**src/rtl/blr_pkg.sv**
```systemverilog
package blr_pkg;

    localparam int DIM_W   = 11;
    localparam int COLOR_W = 32;
    localparam int APB_DW  = 32;
    localparam int APB_AW  = 4;

    localparam logic [DIM_W-1:0]   WIDTH_RST  = 11'd640;
    localparam logic [DIM_W-1:0]   HEIGHT_RST = 11'd480;
    localparam logic [COLOR_W-1:0] COLOR_RST  = 32'd0;

    // step flag bit positions
    localparam int FLAG_XNEG  = 0;
    localparam int FLAG_YNEG  = 1;
    localparam int FLAG_XMAJ  = 2;
    localparam int FLAG_W     = 3;

    typedef enum logic {
        REQ_LOAD = 1'b0,
        REQ_STEP = 1'b1
    } t_req;

    typedef enum logic [1:0] {
        REG_WIDTH  = 2'd0,
        REG_HEIGHT = 2'd1,
        REG_COLOR  = 2'd2
    } t_reg_idx;

    typedef struct packed {
        logic [DIM_W-1:0]   width;
        logic [DIM_W-1:0]   height;
        logic [COLOR_W-1:0] color;
    } t_cfg;

endpackage

```
**src/rtl/blr_cfg_regs.sv**
```systemverilog
module blr_cfg_regs
    import blr_pkg::*;
(
    input  logic              i_clk,
    input  logic              i_rst_n,
    input  logic              psel,
    input  logic              penable,
    input  logic              pwrite,
    input  logic [APB_AW-1:0] paddr,
    input  logic [APB_DW-1:0] pwdata,
    output logic [APB_DW-1:0] prdata,
    output logic              pready,
    output t_cfg              o_cfg
);

    t_cfg     r_cfg;
    t_cfg     n_cfg;
    t_reg_idx reg_idx;
    logic     wr_en;

    assign reg_idx = t_reg_idx'(paddr[APB_AW-1:2]);
    assign pready  = 1'b1;
    assign wr_en   = psel && penable && pwrite && pready;

    always_comb begin
        n_cfg = r_cfg;
        if (wr_en) begin
            case (reg_idx)
                REG_WIDTH:  n_cfg.width  = pwdata[DIM_W-1:0];
                REG_HEIGHT: n_cfg.height = pwdata[DIM_W-1:0];
                REG_COLOR:  n_cfg.color  = pwdata[COLOR_W-1:0];
                default:    n_cfg = r_cfg;
            endcase
        end
    end

    always_ff @(posedge i_clk) begin
        if (!i_rst_n) begin
            r_cfg.width  <= WIDTH_RST;
            r_cfg.height <= HEIGHT_RST;
            r_cfg.color  <= COLOR_RST;
        end else begin
            r_cfg <= n_cfg;
        end
    end

    always_comb begin
        case (reg_idx)
            REG_WIDTH:  prdata = APB_DW'(r_cfg.width);
            REG_HEIGHT: prdata = APB_DW'(r_cfg.height);
            REG_COLOR:  prdata = APB_DW'(r_cfg.color);
            default:    prdata = '0;
        endcase
    end

    assign o_cfg = r_cfg;

endmodule

```
**src/rtl/blr_walker.sv**
```systemverilog
module blr_walker
    import blr_pkg::*;
#(
    parameter int COORD_BITS = 12
) (
    input  logic                         i_clk,
    input  logic                         i_rst_n,
    input  logic                         i_load,
    input  logic                         i_step,
    input  logic signed [COORD_BITS-1:0] i_start_x,
    input  logic signed [COORD_BITS-1:0] i_start_y,
    input  logic signed [COORD_BITS-1:0] i_end_x,
    input  logic signed [COORD_BITS-1:0] i_end_y,
    input  t_cfg                         i_cfg,
    output logic                         o_emit,
    output logic signed [COORD_BITS-1:0] o_pixel_x,
    output logic signed [COORD_BITS-1:0] o_pixel_y,
    output logic                         o_in_image,
    output logic                         o_last
);

    localparam int C   = COORD_BITS;
    localparam int EW  = C + 3;
    localparam int DW  = C + 1;
    localparam int CMW = (C > DIM_W) ? C : DIM_W;

    logic signed [C-1:0]  r_cur_x, r_cur_y, r_goal_x, r_goal_y;
    logic signed [EW-1:0] r_err;
    logic [DW-1:0]        r_dec, r_inc;
    logic [FLAG_W-1:0]    r_flags;
    logic                 r_active;

    logic signed [C-1:0]  n_cur_x, n_cur_y, n_goal_x, n_goal_y;
    logic signed [EW-1:0] n_err;
    logic [DW-1:0]        n_dec, n_inc;
    logic [FLAG_W-1:0]    n_flags;
    logic                 n_active;

    // load setup
    logic signed [C:0] ddx, ddy;
    logic [C:0]        abs_x_w, abs_y_w;
    logic [C-1:0]      ax, ay, major, minor;
    logic              xmajor;
    logic [DW-1:0]     dbl_major, dbl_minor;
    logic signed [EW-1:0] err_init;

    // step
    logic [C-1:0]         inc_x, inc_y;
    logic signed [C-1:0]  adv_x, adv_y;
    logic signed [C-1:0]  step_x, step_y;
    logic signed [EW-1:0] err_step;
    logic                 diag;
    logic                 last;
    logic                 in_bounds;

    assign ddx = (C+1)'(i_end_x) - (C+1)'(i_start_x);
    assign ddy = (C+1)'(i_end_y) - (C+1)'(i_start_y);
    assign abs_x_w = ddx[C] ? -ddx : ddx;
    assign abs_y_w = ddy[C] ? -ddy : ddy;
    assign ax = abs_x_w[C-1:0];
    assign ay = abs_y_w[C-1:0];
    // ties go to y as the major axis
    assign xmajor = ax > ay;
    assign major  = xmajor ? ax : ay;
    assign minor  = xmajor ? ay : ax;
    assign dbl_major = {major, 1'b0};
    assign dbl_minor = {minor, 1'b0};
    assign err_init  = $signed(EW'(dbl_minor)) - $signed(EW'(major));

    assign inc_x = r_flags[FLAG_XNEG] ? '1 : C'(1);
    assign inc_y = r_flags[FLAG_YNEG] ? '1 : C'(1);
    assign adv_x = r_cur_x + $signed(inc_x);
    assign adv_y = r_cur_y + $signed(inc_y);
    assign diag  = r_err > 0;

    always_comb begin
        step_x = r_cur_x;
        step_y = r_cur_y;
        if (diag) begin
            step_x = adv_x;
            step_y = adv_y;
        end else if (r_flags[FLAG_XMAJ]) begin
            step_x = adv_x;
        end else begin
            step_y = adv_y;
        end
    end

    assign err_step = r_err - (diag ? $signed(EW'(r_dec)) : EW'(0)) + $signed(EW'(r_inc));
    assign last = (step_x == r_goal_x) && (step_y == r_goal_y);

    assign in_bounds = !r_cur_x[C-1] && !r_cur_y[C-1] &&
                       (CMW'($unsigned(r_cur_x)) < CMW'(i_cfg.width)) &&
                       (CMW'($unsigned(r_cur_y)) < CMW'(i_cfg.height));

    assign o_emit     = i_step && r_active;
    assign o_pixel_x  = r_cur_x;
    assign o_pixel_y  = r_cur_y;
    assign o_in_image = in_bounds;
    assign o_last     = last;

    always_comb begin
        n_cur_x  = r_cur_x;
        n_cur_y  = r_cur_y;
        n_goal_x = r_goal_x;
        n_goal_y = r_goal_y;
        n_err    = r_err;
        n_dec    = r_dec;
        n_inc    = r_inc;
        n_flags  = r_flags;
        n_active = r_active;
        if (i_load) begin
            n_cur_x  = i_start_x;
            n_cur_y  = i_start_y;
            n_goal_x = i_end_x;
            n_goal_y = i_end_y;
            n_err    = err_init;
            n_dec    = dbl_major;
            n_inc    = dbl_minor;
            n_flags[FLAG_XNEG] = ddx[C];
            n_flags[FLAG_YNEG] = ddy[C];
            n_flags[FLAG_XMAJ] = xmajor;
            n_active = (i_start_x != i_end_x) || (i_start_y != i_end_y);
        end else if (o_emit) begin
            n_cur_x  = step_x;
            n_cur_y  = step_y;
            n_err    = err_step;
            n_active = !last;
        end
    end

    always_ff @(posedge i_clk) begin
        if (!i_rst_n) begin
            r_cur_x  <= '0;
            r_cur_y  <= '0;
            r_goal_x <= '0;
            r_goal_y <= '0;
            r_err    <= '0;
            r_dec    <= '0;
            r_inc    <= '0;
            r_flags  <= '0;
            r_active <= 1'b0;
        end else begin
            r_cur_x  <= n_cur_x;
            r_cur_y  <= n_cur_y;
            r_goal_x <= n_goal_x;
            r_goal_y <= n_goal_y;
            r_err    <= n_err;
            r_dec    <= n_dec;
            r_inc    <= n_inc;
            r_flags  <= n_flags;
            r_active <= n_active;
        end
    end

endmodule

```
**src/rtl/bresenham_line_rasterizer.sv**
```systemverilog
// Bresenham line walker for all octants. A load transaction (req_type 0) takes the start and
// end points and returns nothing; each step transaction (req_type 1) returns the current pixel
// with its in-image flag and the draw color, then moves one pixel toward the end point. The
// start point is drawn, the end point is not, and last_pixel marks the final pixel of a line.
// Steps on an idle line and zero-length lines return nothing; a load replaces any active line.
// The walker state updates at the accepting edge and the pixel lands in an output register,
// so a new transaction is taken each cycle as long as the output register is empty or being
// drained, and an accepted step's pixel shows at the outputs in the next cycle. Image size and
// color sit behind an APB port; write them only while idle (the block does not enforce this).
module bresenham_line_rasterizer
    import blr_pkg::*;
#(
    parameter int COORD_BITS = 12
) (
    input  logic                         i_clk,
    input  logic                         i_rst_n,
    input  logic                         psel,
    input  logic                         penable,
    input  logic                         pwrite,
    input  logic [APB_AW-1:0]            paddr,
    input  logic [APB_DW-1:0]            pwdata,
    output logic [APB_DW-1:0]            prdata,
    output logic                         pready,
    input  logic                         i_in_valid,
    output logic                         o_in_stall,
    input  logic                         i_req_type,
    input  logic signed [COORD_BITS-1:0] i_start_x,
    input  logic signed [COORD_BITS-1:0] i_start_y,
    input  logic signed [COORD_BITS-1:0] i_end_x,
    input  logic signed [COORD_BITS-1:0] i_end_y,
    output logic                         o_out_valid,
    input  logic                         i_out_stall,
    output logic signed [COORD_BITS-1:0] o_pixel_x,
    output logic signed [COORD_BITS-1:0] o_pixel_y,
    output logic                         o_in_image,
    output logic [COLOR_W-1:0]           o_pixel_color,
    output logic                         o_last_pixel
);

    t_cfg cfg;
    logic in_acc;
    logic emit;
    logic signed [COORD_BITS-1:0] w_pixel_x, w_pixel_y;
    logic w_in_image, w_last;

    logic                         r_out_valid, n_out_valid;
    logic signed [COORD_BITS-1:0] r_pixel_x, r_pixel_y;
    logic                         r_in_image, r_last;
    logic [COLOR_W-1:0]           r_color;

    blr_cfg_regs u_cfg (
        .i_clk   (i_clk),
        .i_rst_n (i_rst_n),
        .psel    (psel),
        .penable (penable),
        .pwrite  (pwrite),
        .paddr   (paddr),
        .pwdata  (pwdata),
        .prdata  (prdata),
        .pready  (pready),
        .o_cfg   (cfg)
    );

    assign o_in_stall = r_out_valid && i_out_stall;
    assign in_acc     = i_in_valid && !o_in_stall;

    blr_walker #(.COORD_BITS(COORD_BITS)) u_walk (
        .i_clk      (i_clk),
        .i_rst_n    (i_rst_n),
        .i_load     (in_acc && (i_req_type == REQ_LOAD)),
        .i_step     (in_acc && (i_req_type == REQ_STEP)),
        .i_start_x  (i_start_x),
        .i_start_y  (i_start_y),
        .i_end_x    (i_end_x),
        .i_end_y    (i_end_y),
        .i_cfg      (cfg),
        .o_emit     (emit),
        .o_pixel_x  (w_pixel_x),
        .o_pixel_y  (w_pixel_y),
        .o_in_image (w_in_image),
        .o_last     (w_last)
    );

    // output slot refills on an accepted step and empties on a load; otherwise holds while stalled
    assign n_out_valid = in_acc ? emit : (r_out_valid && i_out_stall);

    always_ff @(posedge i_clk) begin
        if (!i_rst_n) begin
            r_out_valid <= 1'b0;
        end else begin
            r_out_valid <= n_out_valid;
        end
    end

    always_ff @(posedge i_clk) begin
        if (emit) begin
            r_pixel_x  <= w_pixel_x;
            r_pixel_y  <= w_pixel_y;
            r_in_image <= w_in_image;
            r_last     <= w_last;
            r_color    <= cfg.color;
        end
    end

    assign o_out_valid   = r_out_valid;
    assign o_pixel_x     = r_pixel_x;
    assign o_pixel_y     = r_pixel_y;
    assign o_in_image    = r_in_image;
    assign o_pixel_color = r_color;
    assign o_last_pixel  = r_last;

endmodule

```
**config.mk**
```make
export PLATFORM = sky130hd
export DESIGN_NAME = bresenham_line_rasterizer
export DESIGN_NICKNAME = d
export VERILOG_FILES = /design/src/rtl/blr_pkg.sv /design/src/rtl/blr_cfg_regs.sv /design/src/rtl/blr_walker.sv /design/src/rtl/bresenham_line_rasterizer.sv
export SDC_FILE = /design/constraint.sdc
export NUM_CORES = 1
export LEC_CHECK = 0
export BUFFER_PORTS_ARGS = -buffer_cell sky130_fd_sc_hd__buf_2
export CAP_MARGIN = 20
export CORE_MARGIN = 2
export CORE_UTILIZATION = 36
export DETAILED_ROUTE_END_ITERATION = 12
export PLACE_DENSITY = 0.65
export SYNTH_ARGS = -nofsm -noshare
export SYNTH_HDL_FRONTEND = slang
export SYNTH_SLANG_ARGS = --single-unit
```
**constraint.sdc**
```tcl
create_clock -name i_clk -period 10.68 [get_ports i_clk]
set_input_delay 0.534 -clock i_clk [delete_from_list [all_inputs] [get_ports i_clk]]
set_output_delay 0.534 -clock i_clk [all_outputs]
set_load 0.1 [all_outputs]
```
==> results.cfg <==
[pwr]
worst_ir_drop_vdd_v = 0.000110
combPwrFrac_pct = 46.6
pwr_density_cell_nw_per_um2 = 209
power.share.switching_pct = 39.7
power_frac_seq_pct = 26.9
power_switching_uw = 1320
leakage_uw = 0.00689
p_int_uw = 2010
clock_power_share_pct = 26.4

[cts]
cts_num_sinks = 204
clock_latency_ns = 0.54
cts.reportedPaths.clkPinSlew_ns = 0.06
h-tree-depth = 1
post-cts-setup-buffer-count = 0
clock-root-buffer = clkbuf_16
cts_resized = 0
clockBufferDepth = 3
post_cts_hold_buffer_count = 0
cts_buffers = 24
tritoncts_clock_tree = built

[place]
placed_cell_area_sq_um = 15100
dpl.hpwl_mm = 29.7
number_of_buffers_inserted_by_port_buffering = 181
globalplace.congestion = 0.931

[worst_hold_path]
worstHoldPathType = in2reg

[global_route]
first_global_vias = 11400
grt_use_total_pct = 19.5
grt_max_degree = 113
grt_pass1_wl_mm = 61.4
grt_antenna_before_repair = 0
grt-ovfl-total = 0

[logic_synthesis]
yosys_top_cell_by_area = dfxtp_1
mappedNetlistArea_sq_um = 13700
async_set_or_reset_flop_fraction_in_the_synthesized_netlist_pct = 0
ys.warnings.count = 0
yosysSeqAreaShare_pct = 33.9
synth_top_area_share_pct = 21.3
ys_ff_latch = 204
synth_net_count = 1820
synth_most_common_cell = nand2_1
postSynth.topFlopCell = dfxtp_1
post_synth_inst_count = 1613
synth.distinct_cells = 89
synthTopCellsByCount = nand2_1, dfxtp_1, inv_1, ha_1, a21boi_0
post_synth.cell_area_avg_sq_um = 8.52
biggest_area_contributors_in_the_synthesized_netlist = dfxtp_1, edfxtp_1, ha_1, nand2_1, a21boi_0
synth_enable_flop_cells = 58

[setup_path]
crit_path_end = u_walk.r_err[12]
crit_top_cell = maj3_2
rr_startpoint = u_walk.r_err[2]
start_kind = primary input
crit_required_ns = 11.10
timing.critical_path.from = i_start_y[5]
timing.reg2reg.worst_path_depth = 20
critical_path_arrival_ns = 9.07
crit_fanout = 40
reg2reg_setup_slack_ns = 5.78
endpoint_kind = flop
maximum_cell_stage_delay_along_the_critical_path_ns = 0.67
slowest_stage = xor2_1
path_class = in2reg
r2r-end = u_walk.r_err[14]

[drt]
drcViolationCount = 0
wire_per_inst_um = 17.1
final_antenna_net_count = 0
totalWireLength_mm = 39.2
vias = 12000
drt_pre_antenna_iters = 7
initialDrtViolationCount = 758
via_per_inst = 5.23

[floorplanning]
placement_row_count = 71
design.core.area_sq_um = 37700
floorplan.die_area_sq_um = 39800
initial_cell_density_of_the_core_pct = 36.5
num_io_pins = 185
horizontal_die_dimension_um = 199
die_h_um = 199

[sta]
setup_viol = 0
fin_setup_tns_ns = 0
worst_slew_pin_slew_ns = 1.11
skew_ns = 0.0105
slew_violations = 0
period_share_pct = 80.9
relSlewSlack_pct = 26.0
grt_setup_unrepaired = no
final.min_clock_period_ns = 8.65
final_hold_violations = 0
fmax_mhz = 116

[outcome]
run_status = complete, no violations

[finish]
antenna_cells = 0
final_layout_size_suffix_gt1_share_pct = 15.6
finish.instance_area_sq_um = 16000
num-nets-final = 1968
areaGrowthSynthToFinish_pct = 16.2

[run]
cap_violations = 0
metal layers:
| layer | share of wire, % | track usage, % |
|---|---|---|
| met3 | 6.2 | 2.72 |
| met4 | 2.4 | 6.01 |
| met5 | 0 | 0 |
| met1 | 47 | 26.2 |
| met2 | 45 | 32.3 |
power by group through the flow:
stage / Clock, uW / Sequential [uW] / Combinational (uW)
floorplan: 0 / 924 / 1170
global placement: 0 / 912 / 1510
detailed placement: 0 / 913 / 1530
CTS: 903 / 897 / 1540
global route: 933 / 904 / 1740
finish: 880 / 897 / 1550
critical path: cells and delay by family:
family	cells	cell delay, ns
muxes	2	0.83
adders and majority gates	7	2.90
AOI/OAI and AO/OA	13	3.25
buffers and inverters	3	0.33
and+or+nand+nor	5	0.53
xor gates and xnor gates	1	0.67
sequential cells by signal (all words and copies together) (netlist names):
signal,cells
u_walk.o_pixel_y,12
o_pixel_color,32
o_pixel_y,12
u_walk.o_pixel_x,12
o_pixel_x,12
o_in_image,1
u_walk.r_inc,12
u_walk.r_goal_x,12
u_walk.r_err,15
u_walk.r_active,1
o_out_valid,1
u_cfg.o_cfg,54
u_walk.r_flags,3
u_walk.r_goal_y,12
u_walk.r_dec,12
o_last_pixel,1
cell type report:
type                    count  area (sq um)
repair buffers            193          1010
multi-input cells        1200          8290
fillers                  3806         21700
flip-flops and latches    204          4660
inverters                 138           518
clock inverters            16           220
clock buffers              28           626
well taps                 511           639
cell families (layout without fill, tap and decap cells):
kind of cell / count (synthesis) / in the layout / synth area share (%)
simple gates: 506 / 506 / 17.0
compound gates: 437 / 437 / 22.0
buf+inv: 209 / 375 / 5.85
flops: 204 / 204 / 33.9
fa+ha+maj: 120 / 120 / 11.8
xor+xnor: 98 / 98 / 6.35
mux: 38 / 38 / 2.99
other cells: 1 / 1 / 0.0273
metrics by stage:
step	setup slack (ns)	util (%)	hold WS (ns)	instances	power [uW]
finish	2.03	42.4	0.249	2290	3330
global route	1.61	42.4	0.246	2290	3580
CTS	2.14	42.4	0.222	2289	3340
detailed placement	1.60	40.1	0.433	2245	2440
global placement	1.75	40.1	0.427	2245	2430
floorplan	2.87	-	0.422	1613	2100
placed cells by master (no fill, tap or decap), types with 11 or more instances in the layout:
cell type | synthesis | layout
xor2_1 | 47 | 47
xnor2_1 | 50 | 50
o211ai_1 | 15 | 15
o21ai_0 | 88 | 88
o21bai_1 | 13 | 13
edfxtp_1 | 58 | 58
a21o_1 | 26 | 26
nor2b_1 | 15 | 14
buf_2 | 1 | 180
o221a_2 | 14 | 14
nand3_1 | 26 | 26
fa_1 | 18 | 18
mux2i_1 | 28 | 28
ha_1 | 97 | 97
a22oi_1 | 12 | 12
nand2_1 | 262 | 261
nor3_1 | 17 | 17
a21oi_1 | 84 | 83
nor2_1 | 65 | 64
o21a_1 | 11 | 11
nand2b_1 | 18 | 18
buf_4 | 1 | 12
dfxtp_1 | 146 | 146
a21boi_0 | 89 | 89
and2_1 | 48 | 48
inv_1 | 137 | 136
clkbuf_16 | 0 | 24
worst min path at each step:
stage / startpoint / cells after the start / slack [ns] / end
after global routing: pwdata[21] / 3 / 0.25 / u_cfg.o_cfg[21]
final: pwdata[17] / 3 / 0.25 / u_cfg.o_cfg[17]
after global placement: u_cfg.o_cfg[20] / 0 / 0.43 / o_pixel_color[20]
after CTS: pwdata[16] / 3 / 0.22 / u_cfg.o_cfg[16]
after floorplan: u_cfg.o_cfg[11] / 0 / 0.42 / o_pixel_color[11]
after detailed placement: u_cfg.o_cfg[15] / 0 / 0.43 / o_pixel_color[15]
(Power assumes the default switching activity.)
